==> src/task_slot_alloc_priority_ready_queue_macros.svh <==
// ---------------------------------------------------------------------------
// Assertion macros for the task slot ready queue
// Concurrent assertion wrappers; define ASSERT_OFF to compile them out.
// ---------------------------------------------------------------------------
`ifndef TASK_SLOT_ALLOC_PRIORITY_READY_QUEUE_MACROS_SVH
`define TASK_SLOT_ALLOC_PRIORITY_READY_QUEUE_MACROS_SVH

`ifndef ASSERT_OFF
// clocked check, masked while reset is high
`define TSQ_ASSERT(label, clk, rst, prop, msg) \
   label: assert property (@(posedge clk) disable iff (rst) prop) else $error(msg);
// clocked check, active in every cycle
`define TSQ_ASSERT_ALWAYS(label, clk, prop, msg) \
   label: assert property (@(posedge clk) prop) else $error(msg);
`else
`define TSQ_ASSERT(label, clk, rst, prop, msg)
`define TSQ_ASSERT_ALWAYS(label, clk, prop, msg)
`endif

`endif

==> src/tsq_pkg.sv <==
// ---------------------------------------------------------------------------
// tsq_pkg
// Shared sizes, codes and record types for the task slot ready queue.
// ---------------------------------------------------------------------------
package tsq_pkg;

   localparam int TASK_SLOTS   = 16;
   localparam int SLOT_W       = $clog2(TASK_SLOTS);
   localparam int CNT_W        = $clog2(TASK_SLOTS + 1);

   localparam int ADDR_W       = 32;
   localparam int WORDS_W      = 16;
   localparam int PRIO_W       = 8;
   localparam int STATUS_W     = 2;
   localparam int SLOT_FIELD_W = 4;

   typedef enum logic [STATUS_W-1:0] {
      STATUS_CREATED = 2'd0,
      STATUS_BAD     = 2'd1,
      STATUS_FULL    = 2'd2
   } status_type;

   typedef struct packed {
      logic [PRIO_W-1:0]  prio;
      logic [SLOT_W-1:0]  slot;
      logic [ADDR_W-1:0]  entry;
      logic [ADDR_W-1:0]  stack_base;
      logic [WORDS_W-1:0] stack_words;
   } task_rec_type;

   // item moving down the chain
   typedef struct packed {
      logic         valid;
      task_rec_type rec;
   } tok_type;

   // ready list head as seen from cell 0
   typedef struct packed {
      logic         valid;
      task_rec_type rec;
   } head_type;

   // chain status back to the controller
   typedef struct packed {
      logic busy;
      logic placed;
   } chain_stat_type;

   function automatic logic [SLOT_FIELD_W-1:0] slot_field(input logic [SLOT_W-1:0] s);
      logic [SLOT_W+SLOT_FIELD_W-1:0] wide;
      wide = {{SLOT_FIELD_W{1'b0}}, s};
      return wide[SLOT_FIELD_W-1:0];
   endfunction

endpackage

==> src/tsq_req_if.sv <==
// ---------------------------------------------------------------------------
// tsq_req_if
// Task creation request channel: valid/ready with the request payload.
// ---------------------------------------------------------------------------
interface tsq_req_if;
   logic                         valid;
   logic                         ready;
   logic [tsq_pkg::ADDR_W-1:0]   entry_address;
   logic [tsq_pkg::ADDR_W-1:0]   stack_base;
   logic [tsq_pkg::WORDS_W-1:0]  stack_words;
   logic [tsq_pkg::PRIO_W-1:0]   priority_req;

   modport source (output valid, entry_address, stack_base, stack_words, priority_req,
                   input ready);
   modport sink   (input valid, entry_address, stack_base, stack_words, priority_req,
                   output ready);
endinterface

==> src/tsq_rsp_if.sv <==
// ---------------------------------------------------------------------------
// tsq_rsp_if
// Result channel: status, granted slot and the ready list head.
// ---------------------------------------------------------------------------
interface tsq_rsp_if;
   logic                              valid;
   logic                              ready;
   logic [tsq_pkg::STATUS_W-1:0]      status;
   logic [tsq_pkg::SLOT_FIELD_W-1:0]  slot;
   logic                              head_valid;
   logic [tsq_pkg::SLOT_FIELD_W-1:0]  head_slot;
   logic [tsq_pkg::PRIO_W-1:0]        head_priority;
   logic [tsq_pkg::ADDR_W-1:0]        head_entry;

   modport source (output valid, status, slot, head_valid, head_slot, head_priority,
                   head_entry, input ready);
   modport sink   (input valid, status, slot, head_valid, head_slot, head_priority,
                   head_entry, output ready);
endinterface

==> src/tsq_cell.sv <==
// ---------------------------------------------------------------------------
// tsq_cell
// One ready list position. Keeps a task record; the travelling item either
// settles here, swaps with the held task, or moves on to the next cell.
// ---------------------------------------------------------------------------
module tsq_cell (
   input  logic              clock,
   input  logic              reset,
   input  tsq_pkg::tok_type  tok_i,
   output tsq_pkg::tok_type  tok_o,
   output tsq_pkg::head_type held_o,
   output logic              placed_o
);
   import tsq_pkg::*;

   logic         valid_ff, valid_in;
   task_rec_type rec_ff, rec_in;
   logic         tok_valid_ff;
   task_rec_type tok_rec_ff;
   tok_type      tok_in;
   logic         take;

   always_comb begin
      valid_in = valid_ff;
      rec_in   = rec_ff;
      tok_in   = '0;
      take     = 1'b0;
      if (tok_i.valid) begin
         if (!valid_ff) begin
            valid_in = 1'b1;
            rec_in   = tok_i.rec;
            take     = 1'b1;
         end else if ((rec_ff.prio < tok_i.rec.prio) ||
                      ((rec_ff.prio == tok_i.rec.prio) && (tok_i.rec.slot < rec_ff.slot))) begin
            // higher priority, or an older task of equal priority being pushed
            // down, displaces the held task; slots are handed out in creation order
            rec_in       = tok_i.rec;
            tok_in.valid = 1'b1;
            tok_in.rec   = rec_ff;
         end else begin
            tok_in = tok_i;
         end
      end
   end

   always_ff @(posedge clock) begin
      if (reset) begin
         valid_ff     <= 1'b0;
         tok_valid_ff <= 1'b0;
      end else begin
         valid_ff     <= valid_in;
         tok_valid_ff <= tok_in.valid;
      end
   end

   always_ff @(posedge clock) begin
      rec_ff     <= rec_in;
      tok_rec_ff <= tok_in.rec;
   end

   assign tok_o    = {tok_valid_ff, tok_rec_ff};
   assign held_o   = {valid_ff, rec_ff};
   assign placed_o = take;

endmodule

==> src/tsq_chain.sv <==
// ---------------------------------------------------------------------------
// tsq_chain
// Row of list cells in priority order; cell 0 is the list head.
// ---------------------------------------------------------------------------
module tsq_chain (
   input  logic                    clock,
   input  logic                    reset,
   input  tsq_pkg::tok_type        tok_i,
   output tsq_pkg::head_type       head_o,
   output tsq_pkg::chain_stat_type stat_o
);
   import tsq_pkg::*;

   tok_type              link [TASK_SLOTS+1];
   head_type             held [TASK_SLOTS];
   logic [TASK_SLOTS-1:0] placed;
   logic                  busy;

   assign link[0] = tok_i;

   for (genvar i = 0; i < TASK_SLOTS; i++) begin : g_cell
      tsq_cell u_cell (
         .clock    (clock),
         .reset    (reset),
         .tok_i    (link[i]),
         .tok_o    (link[i+1]),
         .held_o   (held[i]),
         .placed_o (placed[i])
      );
   end

   always_comb begin
      busy = tok_i.valid;
      for (int i = 1; i <= TASK_SLOTS; i++) begin
         busy = busy | link[i].valid;
      end
   end

   assign head_o = held[0];
   assign stat_o = {busy, |placed};

endmodule

==> src/task_slot_alloc_priority_ready_queue.sv <==
// ---------------------------------------------------------------------------
// task_slot_alloc_priority_ready_queue
// Task slot allocator feeding a priority ordered ready list.
// ---------------------------------------------------------------------------
// Usage: req_ch carries one task creation request per item (entry address,
// stack base, stack words, priority). rsp_ch returns exactly one item per
// request: status, granted slot and the current head of the ready list.
// A request with a zero address, base or size returns bad parameter; with
// every slot taken it returns no free slot. Slots are handed out in order
// and never freed.
// Timing: one request is in work at a time. A rejected or refused request
// shows its result from the reply state once the output register is free.
// A created task enters the chain at the head and moves one cell per cycle
// until it settles behind every task of equal or higher priority; the
// request side is ready again in the cycle the result is loaded.
// Reset empties the list and the slot count.
// A stalled result sits in the output register; the next request is still
// taken and processed, and its result waits until the register drains.
// ---------------------------------------------------------------------------
`include "task_slot_alloc_priority_ready_queue_macros.svh"

module task_slot_alloc_priority_ready_queue (
   input logic       clock,
   input logic       reset,
   tsq_req_if.sink   req_ch,
   tsq_rsp_if.source rsp_ch
);
   import tsq_pkg::*;

   typedef enum logic [1:0] {
      ST_IDLE,
      ST_WALK,
      ST_REPLY
   } state_type;

   state_type              state_ff;
   logic [CNT_W-1:0]       used_ff;
   logic                   inject_valid_ff;
   task_rec_type           inject_rec_ff;
   tok_type                inject;
   status_type             status_ff;
   logic [SLOT_W-1:0]      slot_ff;

   logic                   rsp_valid_ff;
   status_type             rsp_status_ff;
   logic [SLOT_FIELD_W-1:0] rsp_slot_ff;
   logic                   rsp_head_valid_ff;
   logic [SLOT_FIELD_W-1:0] rsp_head_slot_ff;
   logic [PRIO_W-1:0]      rsp_head_prio_ff;
   logic [ADDR_W-1:0]      rsp_head_entry_ff;

   head_type               head;
   chain_stat_type         chain_stat;
   logic                   req_take;
   logic                   bad_req;
   logic                   full;
   logic                   out_free;

   assign req_ch.ready = (state_ff == ST_IDLE);
   assign req_take     = req_ch.valid && req_ch.ready;
   assign bad_req      = (req_ch.entry_address == '0) || (req_ch.stack_base == '0) ||
                         (req_ch.stack_words == '0);
   assign full         = (used_ff == CNT_W'(TASK_SLOTS));
   assign out_free     = !rsp_valid_ff || rsp_ch.ready;
   assign inject       = {inject_valid_ff, inject_rec_ff};

   tsq_chain u_chain (
      .clock  (clock),
      .reset  (reset),
      .tok_i  (inject),
      .head_o (head),
      .stat_o (chain_stat)
   );

   always_ff @(posedge clock) begin
      if (reset) begin
         state_ff        <= ST_IDLE;
         used_ff         <= '0;
         inject_valid_ff <= 1'b0;
         rsp_valid_ff    <= 1'b0;
      end else begin
         // the reply state reloads the output register itself
         if (rsp_valid_ff && rsp_ch.ready && state_ff != ST_REPLY) begin
            rsp_valid_ff <= 1'b0;
         end
         unique case (state_ff)
            ST_IDLE: begin
               if (req_take) begin
                  if (bad_req) begin
                     status_ff <= STATUS_BAD;
                     state_ff  <= ST_REPLY;
                  end else if (full) begin
                     status_ff <= STATUS_FULL;
                     state_ff  <= ST_REPLY;
                  end else begin
                     status_ff       <= STATUS_CREATED;
                     used_ff         <= used_ff + CNT_W'(1);
                     inject_valid_ff <= 1'b1;
                     state_ff        <= ST_WALK;
                  end
               end
            end
            ST_WALK: begin
               inject_valid_ff <= 1'b0;
               if (chain_stat.placed) begin
                  state_ff <= ST_REPLY;
               end
            end
            ST_REPLY: begin
               if (out_free) begin
                  rsp_valid_ff <= 1'b1;
                  state_ff     <= ST_IDLE;
               end
            end
            default: state_ff <= ST_IDLE;
         endcase
      end
   end

   // payload registers
   always_ff @(posedge clock) begin
      if (state_ff == ST_IDLE && req_take) begin
         slot_ff                   <= bad_req ? '0 : used_ff[SLOT_W-1:0];
         inject_rec_ff.prio        <= req_ch.priority_req;
         inject_rec_ff.slot        <= used_ff[SLOT_W-1:0];
         inject_rec_ff.entry       <= req_ch.entry_address;
         inject_rec_ff.stack_base  <= req_ch.stack_base;
         inject_rec_ff.stack_words <= req_ch.stack_words;
      end
      if (state_ff == ST_REPLY && out_free) begin
         rsp_status_ff     <= status_ff;
         rsp_slot_ff       <= (status_ff == STATUS_CREATED) ? slot_field(slot_ff) : '0;
         rsp_head_valid_ff <= head.valid;
         rsp_head_slot_ff  <= head.valid ? slot_field(head.rec.slot) : '0;
         rsp_head_prio_ff  <= head.valid ? head.rec.prio : '0;
         rsp_head_entry_ff <= head.valid ? head.rec.entry : '0;
      end
   end

   assign rsp_ch.valid         = rsp_valid_ff;
   assign rsp_ch.status        = rsp_status_ff;
   assign rsp_ch.slot          = rsp_slot_ff;
   assign rsp_ch.head_valid    = rsp_head_valid_ff;
   assign rsp_ch.head_slot     = rsp_head_slot_ff;
   assign rsp_ch.head_priority = rsp_head_prio_ff;
   assign rsp_ch.head_entry    = rsp_head_entry_ff;

   `TSQ_ASSERT(a_count_bound, clock, reset, used_ff <= CNT_W'(TASK_SLOTS), "slot count overflow")
   `TSQ_ASSERT(a_idle_chain_quiet, clock, reset, state_ff == ST_IDLE |-> !chain_stat.busy, "item in chain while idle")
   `TSQ_ASSERT(a_place_in_walk, clock, reset, chain_stat.placed |-> state_ff == ST_WALK, "item settled outside walk")
   `TSQ_ASSERT(a_created_has_head, clock, reset, rsp_valid_ff && rsp_status_ff == STATUS_CREATED |-> rsp_head_valid_ff, "created task but list empty")

endmodule
==> src/flat_wrapper.sv <==
// flat-port wrapper written by rule: the top's interface ports become plain ports
module task_slot_alloc_priority_ready_queue_flat import tsq_pkg::*;
  (clock, reset, req_ch_valid, req_ch_entry_address, req_ch_stack_base, req_ch_stack_words, req_ch_priority_req, req_ch_ready, rsp_ch_valid, rsp_ch_status, rsp_ch_slot, rsp_ch_head_valid, rsp_ch_head_slot, rsp_ch_head_priority, rsp_ch_head_entry, rsp_ch_ready);
  tsq_req_if req_ch_i ();
  tsq_rsp_if rsp_ch_i ();
  input logic clock;
  input logic reset;
  input wire logic [$bits(req_ch_i.valid)-1:0] req_ch_valid;
  input wire logic [$bits(req_ch_i.entry_address)-1:0] req_ch_entry_address;
  input wire logic [$bits(req_ch_i.stack_base)-1:0] req_ch_stack_base;
  input wire logic [$bits(req_ch_i.stack_words)-1:0] req_ch_stack_words;
  input wire logic [$bits(req_ch_i.priority_req)-1:0] req_ch_priority_req;
  output wire logic [$bits(req_ch_i.ready)-1:0] req_ch_ready;
  output wire logic [$bits(rsp_ch_i.valid)-1:0] rsp_ch_valid;
  output wire logic [$bits(rsp_ch_i.status)-1:0] rsp_ch_status;
  output wire logic [$bits(rsp_ch_i.slot)-1:0] rsp_ch_slot;
  output wire logic [$bits(rsp_ch_i.head_valid)-1:0] rsp_ch_head_valid;
  output wire logic [$bits(rsp_ch_i.head_slot)-1:0] rsp_ch_head_slot;
  output wire logic [$bits(rsp_ch_i.head_priority)-1:0] rsp_ch_head_priority;
  output wire logic [$bits(rsp_ch_i.head_entry)-1:0] rsp_ch_head_entry;
  input wire logic [$bits(rsp_ch_i.ready)-1:0] rsp_ch_ready;
  assign req_ch_i.valid = req_ch_valid;
  assign req_ch_i.entry_address = req_ch_entry_address;
  assign req_ch_i.stack_base = req_ch_stack_base;
  assign req_ch_i.stack_words = req_ch_stack_words;
  assign req_ch_i.priority_req = req_ch_priority_req;
  assign req_ch_ready = req_ch_i.ready;
  assign rsp_ch_valid = rsp_ch_i.valid;
  assign rsp_ch_status = rsp_ch_i.status;
  assign rsp_ch_slot = rsp_ch_i.slot;
  assign rsp_ch_head_valid = rsp_ch_i.head_valid;
  assign rsp_ch_head_slot = rsp_ch_i.head_slot;
  assign rsp_ch_head_priority = rsp_ch_i.head_priority;
  assign rsp_ch_head_entry = rsp_ch_i.head_entry;
  assign rsp_ch_i.ready = rsp_ch_ready;
  task_slot_alloc_priority_ready_queue u_core (.clock(clock), .reset(reset), .req_ch(req_ch_i), .rsp_ch(rsp_ch_i));
endmodule
==> config.mk <==
export PLATFORM = sky130hd
export DESIGN_NAME = task_slot_alloc_priority_ready_queue_flat
export DESIGN_NICKNAME = d
export VERILOG_FILES = /design/src/tsq_pkg.sv /design/src/tsq_req_if.sv /design/src/tsq_rsp_if.sv /design/src/tsq_cell.sv /design/src/tsq_chain.sv /design/src/task_slot_alloc_priority_ready_queue.sv /design/src/flat_wrapper.sv
export VERILOG_INCLUDE_DIRS = /design/src /design/src/src
export SDC_FILE = /design/constraint.sdc
export NUM_CORES = 1
export LEC_CHECK = 0
export BUFFER_PORTS_ARGS = -buffer_cell sky130_fd_sc_hd__buf_2
export CAP_MARGIN = 15
export CORE_MARGIN = 5
export CORE_UTILIZATION = 50
export CTS_BUF_LIST = sky130_fd_sc_hd__clkbuf_16
export CTS_CLUSTER_DIAMETER = 60
export DETAILED_ROUTE_END_ITERATION = 16
export GPL_TIMING_DRIVEN = 0
export MAX_ROUTING_LAYER = met4
export PLACE_DENSITY = 0.66
export SLEW_MARGIN = 25
export SYNTH_ARGS = -nofsm -noshare
export SYNTH_HDL_FRONTEND = slang
export SYNTH_HIERARCHICAL = 1
export SYNTH_SLANG_ARGS = --single-unit
==> constraint.sdc <==
create_clock -name clock -period 7.2 [get_ports clock]
set_input_delay 1.44 -clock clock [delete_from_list [all_inputs] [get_ports clock]]
set_output_delay 1.44 -clock clock [all_outputs]
set_load 0.005 [all_outputs]
==> Implementation_results.wiki, run 1 <==
{| class="wikitable"
! Metric !! Value
|-
| Ports || about 150
|-
| Final hold violation count || 0
|-
| Setup repair after global routing missed its margin || no
|-
| MaxCap Viol Count || 0
|-
| Clock Skew || between 0.006 and 0.007 ns
|-
| Number of cell rows || 43
|-
| Post-synth design cell area || just over 7000 um2
|-
| PostCTS Resize Cnt || 0
|-
| Clock tree from TritonCTS || yes
|-
| Number of warning messages in the yosys log || 6
|-
| Antenna Diode Count || 0
|-
| Die boundary width || 129 um
|-
| Final non-filler cell total || approximately 870
|-
| Global-route wire length before repair || slightly below 20000 um
|-
| Post-CTS setup buffer count || 0
|-
| Number of CTS-inserted buffers || 17
|-
| Routed wire length || approximately 12000 um
|-
| Gate Count Post-Synth || slightly above 500
|-
| Std-Cell Core Area || ~14000 um2
|-
| Cell at the root of the clock tree || clkbuf_16
|-
| Vias || approximately 4.1k
|-
| Slack of the critical path || around 4.4 ns
|-
| Fmax achieved || approximately 0.35 GHz
|-
| Number of antenna violations at the first check in global routing || 0
|-
| Remaining antenna violation count after routing || 0
|-
| Post-route cell area || between 8000 and 9000 um2
|-
| Global router's overall resource usage || around 16%
|-
| Pin count of the biggest net entering global routing || 35
|-
| Share of the clock period used by the worst path || about two fifths
|-
| Type of destination of the critical path || flop
|-
| Post-layout total power || 2.28 mW
|-
| Total die area || between 15000 and 20000 um2
|-
| Maximum fanout along the worst path || 10
|-
| First-pass iteration count of the detailed router || 4
|-
| Arrival time worst endpoint || about 3 ns
|-
| Vias in the first global route || 4192
|-
| Synth-to-layout area growth || 23.9%
|-
| Hold buffers post-CTS || 0
|-
| Placed Area || 8180 um2
|-
| Classification of the worst setup path || primary input to flop
|-
| Worst path slowest cell || o21ai_2
|-
| Worst slack after detailed placement || 3.87 ns
|-
| Drt via density || 4.78
|-
| WL per Instance || roughly 14 um
|-
| Placed Instances || between 800 and 900
|-
| Port Buffers || 144
|-
| Critical path launch point type || primary input
|-
| Total nets after synthesis || roughly 600
|-
| Total setup violations reported at the end of the flow || 0
|-
| Final-stage net count || slightly below 800
|-
| Final routed DRC violation total || 0
|-
| Reg clk slew, reported paths || 0.06 ns
|-
| Half-perimeter wire length of the detailed placement result || approximately 9300 um
|-
| Outcome || finished, final reports clean
|-
| Grt ovf || 0
|-
| First DRT Iteration DRCs || approximately 220
|-
| Later-pin clock latency in the skew report || roughly 0.42 ns
|-
| Critical-path cell list || buf_2 > nor4_1 > nand4_1 > o21ai_2 > nor2_1 > and2_1
|-
| H-tree depth reported by CTS || 4
|-
| Data required time at the worst endpoint || between 7 and 8 ns
|-
| Relative slew slack || about three fifths
|-
| IR drop worst, VDD || 0.167 mV
|-
| Ratio of cells with drive above 1 in the final layout || 32.7%
|-
| RD Place Congestion || ~0.83
|-
| Avg Cell Area, Syn || approximately 14 um2
|-
| Pins Over Slew Limit || 0
|-
| Total Neg Setup Slack || 0 ns
|-
| # clock sinks || 185
|-
| Crit path time final || 2.84 ns
|-
| Starting Density || approximately 51%
|-
| Pleak || around 3.5 nW
|-
| Total power divided by cell area || roughly 260 nW/um2
|-
| Worst Tran Pin Value || approximately 0.62 ns
|-
| Type of the worst min-delay path || flop to flop
|-
| Peak per-stage delay on the critical path || around 0.46 ns
|-
| Maximum clock insertion buffer count || 2
|-
| Die H || ~130 um
|}
==> power breakdown <==
part | total [mW] | internal, mW | switching [mW] | leakage (nW)
Sequential | 1.23 | 1.21 | 0.0179 | 1.70
Clock | 0.908 | 0.540 | 0.368 | 0.284
Combinational | 0.145 | 0.0679 | 0.0766 | 1.53
==> routing by layer <==
metal / global-route usage (%) / vias up / part of all wire (%)
met4: 6.55 / 0 / 2.0
met2: 27.0 / 138 / 51
li1: - / 2063 / -
met5: - / - / 0
met1: 18.0 / 1908 / 40
met3: 4.57 / 22 / 6.6
==> flip-flops by register name, indices dropped and copies added, names as in the netlist <==
register                                   count
u_core/rsp_ch.head_entry                      32
u_core/slot_ff                                 4
u_core/rsp_ch.valid                            1
u_core/rsp_ch.head_slot                        4
u_core/u_chain/g_cell.u_cell/valid_ff         16
u_core/inject                                 44
u_core/rsp_ch.head_priority                    8
u_core/status_ff                               2
u_core/u_chain/g_cell.u_cell/held_o           44
u_core/inject_valid_ff                         1
u_core/state_ff                                2
u_core/rsp_ch.head_valid                       1
u_core/used_ff                                 5
u_core/rsp_ch.slot                             4
u_core/rsp_ch.status                           2
u_core/u_chain/g_cell.u_cell/tok_valid_ff     15
==> cell usage in the layout (no fill, tap or decap), types with 4 or more instances in the layout <==
cell type / count
buf_4: 16
a21oi_1: 10
clkinvlp_4: 4
inv_1: 18
buf_2: 160
nor2b_1: 32
edfxtp_1: 145
ha_1: 13
nand2_1: 4
nor2_1: 41
clkbuf_16: 17
and2_1: 66
buf_16: 5
clkbuf_1: 35
nor4_1: 24
dfxtp_1: 40
nand4_1: 9
==> worst max-delay path, delay by kind of cell <==
kind | cells | cell delay, ns
buffers and inverters | 1 | 0.11
and+or+nand+nor | 4 | 1.00
AOI/OAI and AO/OA | 1 | 0.46
==> stage by stage <==
stage	utilization [%]	hold WS [ns]
after global routing	63.1	0.427
after detailed placement	58.9	0.405
after global placement	57.8	0.401
final	63.1	0.414
after CTS	63.1	0.416
after floorplan	-	0.400
==> final timing paths <==
kind / from / slack, ns / cells past startpoint / to
worst max register to register: u_core/u_chain/g_cell[0].u_cell/held_o[87]$_DFFE_PP_ / 4.57 / 10 / u_core/u_chain/g_cell[0].u_cell/held_o[53]$_DFFE_PP_
worst min-delay path: u_core/inject[71]$_DFFE_PP_ / 0.41 / 0 / u_core/u_chain/g_cell[0].u_cell/held_o[71]$_DFFE_PP_
worst min register to register: u_core/inject[71]$_DFFE_PP_ / 0.41 / 0 / u_core/u_chain/g_cell[0].u_cell/held_o[71]$_DFFE_PP_
worst max-delay path: req_ch_entry_address[11] / 4.36 / 6 / u_core/slot_ff[3]$_SDFFCE_PP0P_
==> area by class of cell <==
cell class	instances	area, um2
Inverter	16	60.1
Buffer	69	354
Multi-Input combinational cell	234	1520
Clock buffer	17	425
Clock inverter	15	161
Sequential cell	185	5150
Fill cell	1063	5120
Timing Repair Buffer	149	858
Tap cell	180	225
Power figures use the tool's default switching activity.
==> inputs of run 2 (changes only) <==
PLACE_DENSITY = 0.68   (was 0.66)
clock period = 2.5 ns   (was 7.2 ns; I/O delays follow)
==> Implementation_results.wiki, run 2 (synthesis gave the netlist of run 1 again) <==
{| class="wikitable"
! Metric !! Value
|-
| Final-stage net count || about 780
|-
| Worst Tran Pin Value || between 0.5 and 0.6 ns
|-
| Final routed DRC violation total || 0
|-
| Hold buffers post-CTS || 0
|-
| Antenna Diode Count || 0
|-
| MaxCap Viol Count || 0
|-
| Leading cell type in the layout, fill and taps excluded || buf_2
|-
| Setup repair after global routing missed its margin || no
|-
| First-pass iteration count of the detailed router || 6
|-
| # clock sinks || ~190
|-
| Ratio of cells with drive above 1 in the final layout || between 30% and 40%
|-
| Synth-to-layout area growth || 25.2%
|-
| Die H || 129 um
|-
| WL per Instance || 14.7 um
|-
| Worst path slowest cell || edfxtp_1
|-
| Number of antenna violations at the first check in global routing || 0
|-
| Vias || between 4k and 5k
|-
| Cell count of the worst reg-to-reg path || 9
|-
| Grt ovf || 0
|-
| Clock tree from TritonCTS || yes
|-
| Port Buffers || between 100 and 150
|-
| Reg2Reg Launch Point || u_core/u_chain/g_cell[0].u_cell/held_o[87]$_DFFE_PP_
|-
| Placed Area || around 8200 um2
|-
| Pin count of the biggest net entering global routing || 35
|-
| Final non-filler cell total || 870
|-
| CP dominant cell by count || clkbuf_16
|-
| Switching share of power || around 20%
|-
| RD Place Congestion || roughly 0.83
|-
| Outcome || finished, final reports clean
|-
| Global-route wire length before repair || around 20000 um
|-
| Layout filler cell count || about 1.1k
|-
| Cell at the root of the clock tree || clkbuf_16
|-
| Leading cell types in the layout, fill and taps excluded || buf_2, edfxtp_1, and2_1
|-
| Type of the worst min-delay path || primary input to flop
|-
| Fmax achieved || 0.424 GHz
|-
| IR drop worst, VDD || just over 0.5 mV
|-
| Number of cell rows || 43
|-
| Relative slew slack || just over 60%
|-
| Total area of multi-input combinational cells || about 1600 um2
|-
| Drt via density || 4.84
|-
| Total die area || 16600 um2
|-
| Maximum clock insertion buffer count || 2
|-
| Type of destination of the critical path || flop
|-
| Routed wire length || roughly 13000 um
|-
| Global router's overall resource usage || about 16%
|-
| H-tree depth reported by CTS || 4
|-
| Sequential share of power || approximately 53%
|-
| Clock group share of total power || 40.5%
|-
| Peak per-stage delay on the critical path || 0.43 ns
|-
| Critical-path cell list || ha_4 > nand2_2 > a21oi_2 > nand4b_1 > o32a_1 > buf_6 > a21boi_4 > clkbuf_16 > clkbuf_16
|-
| Later-pin clock latency in the skew report || between 0.4 and 0.5 ns
|-
| Classification of the worst setup path || flop to flop
|-
| Critical path launch point type || flop
|-
| Share of the clock period used by the worst path || a little over nine tenths
|-
| Placed Instances || about 830
|-
| Clock Skew || 0.00613 ns
|-
| Vias in the first global route || 4157
|-
| Arrival time worst endpoint || 2.49 ns
|-
| Data required time at the worst endpoint || around 2.6 ns
|-
| Half-perimeter wire length of the detailed placement result || about 9400 um
|-
| CP Launch Point || u_core/u_chain/g_cell[0].u_cell/held_o[87]$_DFFE_PP_
|-
| Die boundary width || between 100 and 150 um
|-
| Std-Cell Core Area || about 14000 um2
|-
| Register-to-Register Setup Slack || about 0.14 ns
|-
| Total internal power || ~5.4 mW
|-
| Number of CTS-inserted buffers || 17
|-
| End point of the critical path || u_core/u_chain/g_cell[0].u_cell/held_o[54]$_DFFE_PP_
|-
| First DRT Iteration DRCs || roughly 240
|-
| Fin Hold WS || 0.256 ns
|-
| Ports || around 150
|-
| Maximum fanout along the worst path || 8
|-
| Post-route cell area || around 8900 um2
|-
| Total power divided by cell area || approximately 760 nW/um2
|-
| Final hold violation count || 0
|-
| Reg area || a little over 5000 um2
|-
| Pleak || 3.57 nW
|-
| Total setup violations reported at the end of the flow || 0
|-
| Reg clk slew, reported paths || ~0.06 ns
|-
| Starting Density || 51.0%
|-
| Worst R2R End || u_core/u_chain/g_cell[0].u_cell/held_o[54]$_DFFE_PP_
|-
| Remaining antenna violation count after routing || 0
|-
| Pins Over Slew Limit || 0
|-
| Crit path time final || ~2.4 ns
|-
| Combinational fraction of design power || between 6 and 7%
|-
| Total Neg Setup Slack || 0 ns
|-
| Switching power total || 1.35 mW
|}
[run 2: cell types whose count changed in the layout (fill, tap and decap cells not counted), sizes merged]
cell | previous run | this run
inv | 20 | 17
buf | 183 | 187
clkinv | 4 | 10
bufinv | 3 | 4
clkinvlp | 4 | 0
clkbuf | 52 | 53
[run 2: cell type report]
class,count,share of cell area [%]
clock inverters,15,2.05
well taps,180,2.54
clock buffers,17,4.80
plain buffers,67,3.83
repair buffers,156,10.4
inverters,16,0.678
flip-flops and latches,185,58.2
multi-input cells,234,17.5
[run 2: layer usage]
layer  track usage (%)  vias up  routed length, um
li1                  -     2074                  -
met1              18.0     1992               5080
met2              27.8      128               6680
met3              4.65       15                825
met4              5.81        0                184
met5                 -        -                  0
[run 2: how the worst min path moves through the flow]
stage | startpoint | to | cells after the start
2_1_floorplan | u_core/inject[48]$_DFFE_PP_ | u_core/u_chain/g_cell[0].u_cell/held_o[48]$_DFFE_PP_ | 0
3_3_place_gp | u_core/inject[53]$_DFFE_PP_ | u_core/u_chain/g_cell[0].u_cell/held_o[53]$_DFFE_PP_ | 0
3_5_place_dp | u_core/inject[76]$_DFFE_PP_ | u_core/u_chain/g_cell[0].u_cell/held_o[76]$_DFFE_PP_ | 0
4_1_cts | req_ch_priority_req[2] | u_core/inject[86]$_DFFE_PP_ | 1
5_1_grt | req_ch_priority_req[2] | u_core/inject[86]$_DFFE_PP_ | 1
6_report | req_ch_priority_req[2] | u_core/inject[86]$_DFFE_PP_ | 1
[run 2: power by group through the flow]
| stage | Clock (mW) | Sequential, mW | Combinational, mW |
|---|---|---|---|
| after detailed placement | 0 | 3.62 | 0.419 |
| final | 2.72 | 3.55 | 0.443 |
| after global placement | 0 | 3.61 | 0.365 |
| after CTS | 2.78 | 3.55 | 0.432 |
| after global routing | 2.90 | 3.56 | 0.489 |
| after floorplan | 0 | 3.60 | 0.208 |
[run 2: timing repair]
| item | CTS | global route |
|---|---|---|
| setup endpoints to repair | 37 | 17 |
| setup buffers | 1 | 4 |
| resized for setup | 4 | 2 |
| gates cloned | 0 | 2 |
| pin swaps | 1 | 3 |
[run 2: critical path, delay by kind of cell, from the launching register on]
family | cells | cell delay, ns
AOI/OAI and AO/OA | 3 | 0.68
buffers and inverters | 3 | 0.48
DFF | 1 | 0.43
adders and majority gates | 1 | 0.29
and+or+nand+nor | 2 | 0.17
[run 2: stage by stage]
step | util, % | setup slack (ns) | total power [mW]
after floorplan | - | -0.157 | 3.81
final | 63.8 | 0.140 | 6.71
after detailed placement | 58.8 | -0.227 | 4.04
after global placement | 57.9 | -0.544 | 3.98
after CTS | 63.4 | 0.00426 | 6.77
after global routing | 63.8 | 0.0649 | 6.96
==> inputs of run 3 (changes only) <==
ABC_AREA = 1   (was not set)
GPL_TIMING_DRIVEN = not set   (was 0)
==> Implementation_results.wiki, run 3 <==
{| class="wikitable"
! Metric !! Value
|-
| Fmax achieved || approximately 0.49 GHz
|-
| CP Launch Point || u_core/inject[89]$_DFFE_PP_
|-
| Reg2Reg Launch Point || u_core/inject[89]$_DFFE_PP_
|-
| IR drop worst, VDD || about 0.53 mV
|-
| Number of warning messages in the yosys log || 6
|-
| Placed Instances || between 900 and 1k
|-
| Routed wl met2 || about 6100 um
|-
| Crit path time final || 2.06 ns
|-
| Detail Route met3 WL || between 800 and 900 um
|-
| Reg area || around 5200 um2
|-
| # clock sinks || roughly 190
|-
| First DRT Iteration DRCs || 258
|-
| Final hold violation count || 0
|-
| Sequential share of power || a little over half
|-
| Slack of the critical path || 0.439 ns
|-
| Type of destination of the critical path || flop
|-
| Number of CTS-inserted buffers || 17
|-
| Avg Cell Area, Syn || approximately 12 um2
|-
| Global-route wire length before repair || just under 20000 um
|-
| Later-pin clock latency in the skew report || approximately 0.42 ns
|-
| Synth-to-layout area growth || 20.2%
|-
| Final-stage net count || a little under 900
|-
| Grt ovf || 0
|-
| Data required time at the worst endpoint || around 2.6 ns
|-
| Pin count of the biggest net entering global routing || 55
|-
| Clock Skew || just under 0.01 ns
|-
| Ratio of cells with drive above 1 in the final layout || between 20% and 30%
|-
| H-tree depth reported by CTS || 4
|-
| Post-CTS setup buffer count || 0
|-
| Total internal power || 5.14 mW
|-
| Clock group share of total power || between 40% and 50%
|-
| Number of cell rows || 43
|-
| Drt via density || 4.53
|-
| Layout filler cell count || roughly 1.1k
|-
| Total power divided by cell area || between 700 and 800 nW/um2
|-
| Relative slew slack || between 50% and 60%
|-
| RD Place Congestion || around 0.76
|-
| Arrival time worst endpoint || approximately 2.2 ns
|-
| Maximum fanout along the worst path || 36
|-
| Combinational fraction of design power || 6.0%
|-
| Clock tree from TritonCTS || yes
|-
| Worst slack after detailed placement || around 0.43 ns
|-
| Switching power total || about 1.4 mW
|-
| Reg clk slew, reported paths || 0.07 ns
|-
| Metal-1 WL || approximately 4800 um
|-
| Switching share of power || a little over a fifth
|-
| Final Util || around 60%
|-
| Total Neg Setup Slack || 0 ns
|-
| Setup repair after global routing missed its margin || no
|-
| Std-Cell Core Area || 13900 um2
|-
| Worst Tran Pin Value || around 0.72 ns
|-
| Type of the worst min-delay path || primary input to flop
|-
| Hold path startpoint || req_ch_priority_req[1]
|-
| Classification of the worst setup path || flop to flop
|-
| MaxCap Viol Count || 0
|-
| Post-layout total power || 6.57 mW
|-
| PostCTS Resize Cnt || 0
|-
| Total setup violations reported at the end of the flow || 0
|-
| Maximum clock insertion buffer count || 2
|-
| Port Buffers || 144
|-
| Final routed DRC violation total || 0
|-
| Starting Density || around 51%
|-
| Ports || ~150
|-
| Vias in the first global route || approximately 4.2k
|-
| Gate Count Post-Synth || 619
|-
| Global router's overall resource usage || between 10% and 20%
|-
| Outcome || finished, final reports clean
|-
| Leading cell type in the layout, fill and taps excluded || edfxtp_1
|-
| First-pass iteration count of the detailed router || 5
|-
| Routed wire length || about 12000 um
|-
| Final non-filler cell total || ~950
|-
| Vias || roughly 4.3k
|-
| Share of the clock period used by the worst path || ~80%
|-
| Die H || approximately 130 um
|-
| Pins Over Slew Limit || 0
|-
| Hold buffers post-CTS || 0
|-
| Number of antenna violations at the first check in global routing || 0
|-
| Remaining antenna violation count after routing || 0
|-
| Antenna Diode Count || 0
|-
| Total nets after synthesis || about 720
|-
| Post-synth design cell area || slightly above 7000 um2
|-
| Critical path launch point type || flop
|-
| Cell at the root of the clock tree || clkbuf_16
|-
| Uppermost routed layer || met4
|-
| Die boundary width || approximately 130 um
|-
| Total area of multi-input combinational cells || approximately 1400 um2
|-
| Total die area || between 15000 and 20000 um2
|-
| Half-perimeter wire length of the detailed placement result || approximately 8600 um
|-
| Pleak || between 3 and 4 nW
|-
| Leading cell types in the layout, fill and taps excluded || edfxtp_1, buf_2, nor2_1
|-
| WL per Instance || about 13 um
|}
[run 3: layer usage]
layer,up-vias,global-route usage (%)
met4,0,5.99
met2,141,25.3
met1,1919,18.4
li1,2234,-
met5,-,-
met3,20,4.08
[run 3: worst paths after layout]
| path | end | depth (start not counted) | slack [ns] |
|---|---|---|---|
| setup / recovery | u_core/u_chain/g_cell[0].u_cell/held_o[88]$_DFFE_PP_ | 8 | 0.44 |
| hold / removal | u_core/inject[85]$_DFFE_PP_ | 1 | 0.26 |
| setup reg to reg | u_core/u_chain/g_cell[0].u_cell/held_o[88]$_DFFE_PP_ | 8 | 0.44 |
| hold reg to reg | u_core/u_chain/g_cell[0].u_cell/held_o[78]$_DFFE_PP_ | 0 | 0.42 |
[run 3: worst max-delay path: stages (launching register included)]
cell and delay, ns:
edfxtp_1 0.39, inv_1 0.08, ha_1 0.25, a21oi_1 0.16, nor2_1 0.06, nor2_1 0.11
nand2_2 0.08, a31oi_4 0.35, buf_12 0.27
[run 3: cell type report]
cell class | instances | share of cell area (%)
clock buffer | 17 | 4.96
clock inverter | 15 | 1.93
inverter | 108 | 4.73
multi-input combinational | 300 | 16.6
sequential | 185 | 60.1
tap | 180 | 2.63
timing repair buffer | 148 | 9.04
[run 3: through the flow]
stage	instance area, um2	hold slack [ns]
6_report	8580	0.258
5_1_grt	8580	0.237
4_1_cts	8580	0.242
3_5_place_dp	7990	0.405
3_3_place_gp	7990	0.401
2_1_floorplan	7150	0.400
[run 3: power by group through the flow]
stage	Clock, mW	Sequential (mW)	Combinational (mW)
floorplan	0	3.61	0.223
global placement	0	3.61	0.382
detailed placement	0	3.62	0.395
CTS	2.69	3.55	0.398
global route	2.82	3.56	0.448
finish	2.62	3.55	0.392
